$ cat src/sv/bezier_curve_point_eval_macros.svh
// Assertion macros shared by the block
`ifndef BEZIER_CURVE_POINT_EVAL_MACROS_SVH
`define BEZIER_CURVE_POINT_EVAL_MACROS_SVH

`define BCPE_ASSERT(lbl, prop, msg) \
  lbl: assert property (@(posedge clk_i) disable iff (!rst_ni) prop) else $error(msg);

`define BCPE_ASSERT_NEXT(lbl, pre, post, msg) \
  lbl: assert property (@(posedge clk_i) disable iff (!rst_ni) (pre) |=> (post)) else $error(msg);

`endif

$ cat src/sv/bcpe_pkg.sv
package bcpe_pkg;

  localparam int CoordW       = 24;
  localparam int DiffW        = CoordW + 1;
  localparam int TW           = 16;
  localparam int UnitW        = 16;
  localparam int CountW       = 6;
  localparam int MaxPointsDef = 32;
  localparam int TOne         = 32768;
  localparam int MagW         = 15;
  localparam int Len2W        = 2 * MagW + 1;
  localparam int RootW        = 16;
  localparam int DivSteps     = Len2W;
  localparam int SqrtSteps    = RootW;
  localparam int StepW        = 5;

  typedef enum logic [1:0] {
    ModeAppend = 2'd0,
    ModeClear  = 2'd1,
    ModeEval   = 2'd2,
    ModeNone   = 2'd3
  } mode_e;

  typedef enum logic [3:0] {
    StIdle,
    StExec,
    StLvlRd,
    StDrain,
    StNrmLoad,
    StNrmShift,
    StNrmSq,
    StDivInit,
    StDiv,
    StSqrtInit,
    StSqrt,
    StUnit,
    StResult
  } state_e;

  typedef struct packed {
    logic load_item;
    logic clr_res;
    logic append;
    logic clear;
    logic rd_en;
    logic rd_store;
    logic rd_first;
    logic rd_final;
    logic rd_single;
    logic nrm_load;
    logic nrm_shift;
    logic nrm_square;
    logic div_init;
    logic div_step;
    logic sqrt_init;
    logic sqrt_step;
    logic unit_store;
    logic axis;
    logic out_load;
  } cmd_t;

  typedef struct packed {
    mode_e mode;
    logic  num_zero;
    logic  need_shift;
    logic  dir_zero;
    logic  out_free;
  } sts_t;

endpackage

$ cat src/sv/bcpe_ctrl.sv
module bcpe_ctrl #(
  parameter int MAX_POINTS = bcpe_pkg::MaxPointsDef,
  parameter int IdxW       = $clog2(MAX_POINTS),
  parameter int CntW       = $clog2(MAX_POINTS + 1)
) (
  input  logic             clk_i,
  input  logic             rst_ni,
  input  logic             in_valid_i,
  output logic             in_ready_o,
  input  bcpe_pkg::sts_t   sts_i,
  input  logic [CntW-1:0]  num_i,
  output bcpe_pkg::cmd_t   cmd_o,
  output logic [IdxW-1:0]  rd_addr_o
);

  bcpe_pkg::state_e state_q, state_d;
  logic [CntW-1:0]           lvl_q, lvl_d;
  logic [IdxW-1:0]           idx_q, idx_d;
  logic [bcpe_pkg::StepW-1:0] step_q, step_d;
  logic                      drain_q, drain_d;
  logic                      src_q, src_d;
  logic                      axis_q, axis_d;
  logic [CntW-1:0]           last_idx;

  assign last_idx = lvl_q - CntW'(1);

  always_ff @(posedge clk_i or negedge rst_ni) begin
    if (!rst_ni) begin
      state_q <= bcpe_pkg::StIdle;
      lvl_q   <= '0;
      idx_q   <= '0;
      step_q  <= '0;
      drain_q <= 1'b0;
      src_q   <= 1'b0;
      axis_q  <= 1'b0;
    end else begin
      state_q <= state_d;
      lvl_q   <= lvl_d;
      idx_q   <= idx_d;
      step_q  <= step_d;
      drain_q <= drain_d;
      src_q   <= src_d;
      axis_q  <= axis_d;
    end
  end

  always_comb begin
    state_d    = state_q;
    lvl_d      = lvl_q;
    idx_d      = idx_q;
    step_d     = step_q;
    drain_d    = drain_q;
    src_d      = src_q;
    axis_d     = axis_q;
    cmd_o      = '0;
    cmd_o.axis = axis_q;
    in_ready_o = 1'b0;
    rd_addr_o  = idx_q;
    case (state_q)
      bcpe_pkg::StIdle: begin
        in_ready_o = 1'b1;
        if (in_valid_i) begin
          cmd_o.load_item = 1'b1;
          cmd_o.clr_res   = 1'b1;
          state_d         = bcpe_pkg::StExec;
        end
      end
      bcpe_pkg::StExec: begin
        case (sts_i.mode)
          bcpe_pkg::ModeAppend: begin
            cmd_o.append = 1'b1;
            state_d      = bcpe_pkg::StResult;
          end
          bcpe_pkg::ModeClear: begin
            cmd_o.clear = 1'b1;
            state_d     = bcpe_pkg::StResult;
          end
          bcpe_pkg::ModeEval: begin
            if (sts_i.num_zero) begin
              state_d = bcpe_pkg::StResult;
            end else begin
              lvl_d   = num_i;
              idx_d   = '0;
              src_d   = 1'b1;
              state_d = bcpe_pkg::StLvlRd;
            end
          end
          default: state_d = bcpe_pkg::StResult;
        endcase
      end
      bcpe_pkg::StLvlRd: begin
        cmd_o.rd_en     = 1'b1;
        cmd_o.rd_store  = src_q;
        cmd_o.rd_first  = (idx_q == '0);
        cmd_o.rd_final  = (lvl_q == CntW'(2));
        cmd_o.rd_single = (lvl_q == CntW'(1));
        if (CntW'(idx_q) == last_idx) begin
          idx_d   = '0;
          drain_d = 1'b0;
          state_d = bcpe_pkg::StDrain;
        end else begin
          idx_d = idx_q + IdxW'(1);
        end
      end
      bcpe_pkg::StDrain: begin
        drain_d = 1'b1;
        if (drain_q) begin
          if (lvl_q == CntW'(1)) begin
            state_d = bcpe_pkg::StResult;
          end else if (lvl_q == CntW'(2)) begin
            state_d = bcpe_pkg::StNrmLoad;
          end else begin
            lvl_d   = last_idx;
            src_d   = 1'b0;
            state_d = bcpe_pkg::StLvlRd;
          end
        end
      end
      bcpe_pkg::StNrmLoad: begin
        cmd_o.nrm_load = 1'b1;
        state_d        = bcpe_pkg::StNrmShift;
      end
      bcpe_pkg::StNrmShift: begin
        if (sts_i.dir_zero) begin
          state_d = bcpe_pkg::StResult;
        end else if (sts_i.need_shift) begin
          cmd_o.nrm_shift = 1'b1;
        end else begin
          state_d = bcpe_pkg::StNrmSq;
        end
      end
      bcpe_pkg::StNrmSq: begin
        cmd_o.nrm_square = 1'b1;
        axis_d           = 1'b0;
        state_d          = bcpe_pkg::StDivInit;
      end
      bcpe_pkg::StDivInit: begin
        cmd_o.div_init = 1'b1;
        step_d         = '0;
        state_d        = bcpe_pkg::StDiv;
      end
      bcpe_pkg::StDiv: begin
        cmd_o.div_step = 1'b1;
        step_d         = step_q + bcpe_pkg::StepW'(1);
        if (step_q == bcpe_pkg::StepW'(bcpe_pkg::DivSteps - 1)) begin
          state_d = bcpe_pkg::StSqrtInit;
        end
      end
      bcpe_pkg::StSqrtInit: begin
        cmd_o.sqrt_init = 1'b1;
        step_d          = '0;
        state_d         = bcpe_pkg::StSqrt;
      end
      bcpe_pkg::StSqrt: begin
        cmd_o.sqrt_step = 1'b1;
        step_d          = step_q + bcpe_pkg::StepW'(1);
        if (step_q == bcpe_pkg::StepW'(bcpe_pkg::SqrtSteps - 1)) begin
          state_d = bcpe_pkg::StUnit;
        end
      end
      bcpe_pkg::StUnit: begin
        cmd_o.unit_store = 1'b1;
        if (!axis_q) begin
          axis_d  = 1'b1;
          state_d = bcpe_pkg::StDivInit;
        end else begin
          state_d = bcpe_pkg::StResult;
        end
      end
      bcpe_pkg::StResult: begin
        if (sts_i.out_free) begin
          cmd_o.out_load = 1'b1;
          state_d        = bcpe_pkg::StIdle;
        end
      end
      default: state_d = bcpe_pkg::StIdle;
    endcase
  end

endmodule

$ cat config.mk
export PLATFORM = sky130hd
export DESIGN_NAME = bcpe_ctrl
export DESIGN_NICKNAME = d
export VERILOG_FILES = /design/src/sv/bezier_curve_point_eval_macros.svh /design/src/sv/bcpe_pkg.sv /design/src/sv/bcpe_ctrl.sv
export SDC_FILE = /design/constraint.sdc
export NUM_CORES = 1
export LEC_CHECK = 0
export BUFFER_PORTS_ARGS = -buffer_cell sky130_fd_sc_hd__buf_4
export CORE_UTILIZATION = 59
export DETAILED_ROUTE_END_ITERATION = 12
export GPL_TIMING_DRIVEN = 0
export PLACE_DENSITY_LB_ADDON = 0.25
export SLEW_MARGIN = 10
export SYNTH_ARGS = -nofsm -noshare
export SYNTH_HDL_FRONTEND = slang
export SYNTH_SLANG_ARGS = --single-unit
$ cat constraint.sdc
create_clock -name clk_i -period 5.2 [get_ports clk_i]
set_input_delay 0.26 -clock clk_i [delete_from_list [all_inputs] [get_ports clk_i]]
set_output_delay 0.26 -clock clk_i [all_outputs]
set_load 0.01 [all_outputs]
==> results by group <==
Run status
  – Outcome: finished with violations
  – Failing checks: design-rule violations

Hold path
  – Hold/Removal Path Class: input port to flop
  – End of the worst hold path: lvl_q[0]$_DFFE_PN0P_
  – Hold path startpoint: num_i[0]
  – Hold depth: 3

Power
  – Max IR drop VDD: 0.343 mV
  – Clock Power Share: ~6.5%
  – Pint: between 0.6 and 0.7 mW
  – P_leak: between 1 and 1.5 nW
  – Combinational Power Share: between 60 and 70%
  – Sw Pwr: between 0.6 and 0.7 mW
  – Total power after layout: 1.30 mW
  – PwrDens: 595 nW/um2
  – Flop pwr share: between 20 and 30%
  – Sw frac: approximately 50%

Global routing
  – Vias in the first global route: roughly 1600
  – Total track usage: between 20% and 30%
  – Global-route wire length before repair: ~7400 um
  – Antenna violations before repair: 0
  – Total gr overflow: 0
  – Largest net degree at the start of global routing: 24

STA
  – Clock skew after layout: between 0.005 and 0.006 ns
  – FMAX: approximately 430 MHz
  – Slew margin rel.: between 50% and 60%
  – PnR worst setup slack: around 2.9 ns
  – Setup TNS: 0 ns
  – Final setup vio count: 0
  – RSZ-0062 raised after global routing: false
  – Fin crit period: 2.33 ns
  – Fin crit share: 44.9%
  – Final Hold Viols: 0
  – Tightest Pin Transition: 0.688 ns
  – Max Slew Vio Count: 0

Finish
  – Most frequent cells in the layout: buf_4, dfrtp_1, nand2_1, nor2_1, a21oi_1
  – Final Core Density: roughly 77%
  – Commonest non-fill, non-tap cell in the layout: buf_4
  – Antenna diode count: 0
  – Storage element area: between 500 and 600 um2
  – Fin nets: 290
  – Share of cells above drive strength 1: about a quarter
  – Layout fillers: 228
  – Final Non-Filler Cells: around 300
  – Area Growth Syn to Fin: 20.3%
  – Multi-input logic area: around 1100 um2

Placement
  – HPWL after DPL: ~3300 um
  – Input/output buffers: 39
  – GPL Wtd Cong: approximately 0.94
  – Pre-CTS setup slack: 2.92 ns
  – Dpl cells: 292

Clock tree
  – CTS Sinks: 23
  – CTS buffer count: 3
  – TritonCTS clock tree: yes
  – Clk buf depth: 2
  – Root buffer cell: clkbuf_4
  – CTS clk-pin slew, worst paths: 0.13 ns
  – Skew-Pair Late Insertion Delay: ~0.31 ns
  – Resized Gates After CTS: 0
  – H-Tree Depth: 1

Synthesis
  – Syn nets: roughly 250
  – Flops & latches, synth: 23
  – Mapped Area: roughly 1800 um2
  – Distinct cells, synth: 57
  – Post-synthesis sequential area ratio: 31.6%
  – Synth Flop Type: dfrtp_1
  – Warnings from Yosys: 0
  – Synth Instances: approximately 220
  – Number of flops mapped to enable cells by yosys: 0
  – Ys async rst share: 100%
  – Avg Inst Size Synth: about 8.2 um2

Routing
  – # DRC: 2
  – DR WL/cell: approximately 15 um
  – Initial detailed-routing violation count: 101
  – Via density: 6.15
  – DRT Wirelength: around 4400 um
  – DRT antenna net count: 0
  – Via Count: 1828
  – Drt first pass iters: 9

Floorplanning
  – Initial Utilization: between 60% and 70%
  – Num ports: 40
  – Core area: between 2000 and 3000 um2
  – Die X: 57.6 um
  – Core Rows: 19
  – DIE AREA: 3310 um2
  – Die span in y: 57.6 um

Setup path
  – CP Launch Point: state_q[0]$_DFFE_PN0P_
  – Critical path class: flop to output port
  – Arrival time worst endpoint: 2.07 ns
  – Worst path slowest cell: or3_1
  – Cell depth of the worst flop-to-flop path: 7
  – CP max stage delay: between 0.4 and 0.5 ns
  – Worst R2R Setup Slack: approximately 2.9 ns
  – Type of destination of the critical path: output port
  – CP required: slightly below 5 ns
  – Worst path cell trace: clkbuf_1, nand2b_1, or3_1, inv_2, and4_1, buf_4
  – Reg-to-Reg Start: lvl_q[0]$_DFFE_PN0P_
  – Worst reg2reg endpoint: state_q[3]$_DFFE_PN0P_
  – Critical Path Source Type: flop
  – CP max FO: 10

Run
  – Max Cap Viol: 0
power by group through the flow:
stage	Combinational (mW)	Clock, mW	Sequential, mW
floorplan	0.634	0	0.337
global placement	0.837	0	0.353
detailed placement	0.850	0	0.357
CTS	0.856	0.0867	0.353
global route	0.955	0.0938	0.367
finish	0.864	0.0844	0.355
sequential cells by signal (all words and copies together) (netlist names):
name / count
step_q: 5
src_q: 1
lvl_q: 6
axis_q: 1
state_q: 4
drain_q: 1
rd_addr_o: 5
per-layer routing:
metal / global-route usage, % / share of wire [%] / up-vias / wire (um)
met5: 0 / 0 / - / 0
met4: 7.32 / 0.70 / 0 / 31
met3: 3.63 / 9.2 / 6 / 410
met2: 45.0 / 46 / 94 / 2050
met1: 40.6 / 44 / 838 / 1950
li1: - / - / 890 / -
area by class of cell:
class	instances	area share (%)
buffer	14	3.43
clock buffer	3	1.03
clock inverter	1	0.229
inverter	16	2.74
multi-input combinational	169	50.7
sequential	23	26.3
tap	31	1.77
timing repair buffer	40	13.8
what timing repair did:
| item | in CTS | in global routing |
|---|---|---|
| buffers inserted | 0 | 0 |
| hold buffers | 1 | 0 |
| hold endpoints to repair | 23 | 0 |
| setup endpoints to repair | 0 | 0 |
synth_stat cells, drive strengths merged, types with 2 or more instances:
| cell | count | share of area [%] |
|---|---|---|
| nand2b | 4 | 1.4 |
| a32oi | 3 | 1.4 |
| dfrtp | 23 | 32 |
| and3 | 5 | 1.7 |
| buf | 7 | 2.7 |
| nor3 | 9 | 2.5 |
| o21ai | 18 | 5.4 |
| xnor2 | 4 | 1.9 |
| clkbuf | 7 | 1.4 |
| o22ai | 2 | 0.69 |
| nand2 | 18 | 3.7 |
| a221oi | 3 | 1.4 |
| nor2b | 3 | 1.0 |
| nand3 | 5 | 1.4 |
| a211oi | 2 | 1.1 |
| or3 | 4 | 1.6 |
| mux2i | 2 | 1.1 |
| nand4 | 2 | 0.69 |
| ha | 8 | 5.5 |
| and2 | 3 | 1.0 |
| a21oi | 18 | 4.9 |
| a21o | 2 | 0.82 |
| xor2 | 3 | 1.4 |
| nor2 | 18 | 3.7 |
| o2111ai | 2 | 0.96 |
| nor4 | 3 | 1.4 |
| nor3b | 5 | 2.1 |
| inv | 16 | 3.3 |
| o211ai | 3 | 1.2 |
critical path: cells and delay by family, from the launching register on:
family	cells	cell delay, ns
simple gates	3	0.87
flops	1	0.38
buf+inv	3	0.51
worst max-delay path by stage:
| stage | cells past startpoint | to | slack [ns] |
|---|---|---|---|
| after CTS | 6 | cmd_o[12] | 2.87 |
| after floorplan | 6 | state_q[3]$_DFFE_PN0P_ | 3.18 |
| after detailed placement | 7 | state_q[3]$_DFFE_PN0P_ | 2.92 |
| after global routing | 7 | lvl_q[3]$_DFFE_PN0P_ | 2.71 |
| final | 6 | cmd_o[12] | 2.87 |
| after global placement | 7 | state_q[3]$_DFFE_PN0P_ | 2.92 |
cells by family (layout without fill, tap and decap cells):
group	after synthesis	count (layout)	synth area share, %
compound gates	65	65	24.4
xor+xnor	7	7	3.37
fa+ha+maj	8	8	5.50
buf+inv	30	74	7.42
flops	23	23	31.6
mux	3	3	1.92
simple gates	86	86	25.8
metrics by stage:
stage / instance area, um2 / hold slack [ns]
final: 2190 / 0.154
after global routing: 2190 / 0.180
after CTS: 2190 / 0.152
after detailed placement: 2150 / 0.170
after global placement: 2150 / 0.176
after floorplan: 1820 / -0.0356
Power figures use the tool's default switching activity.
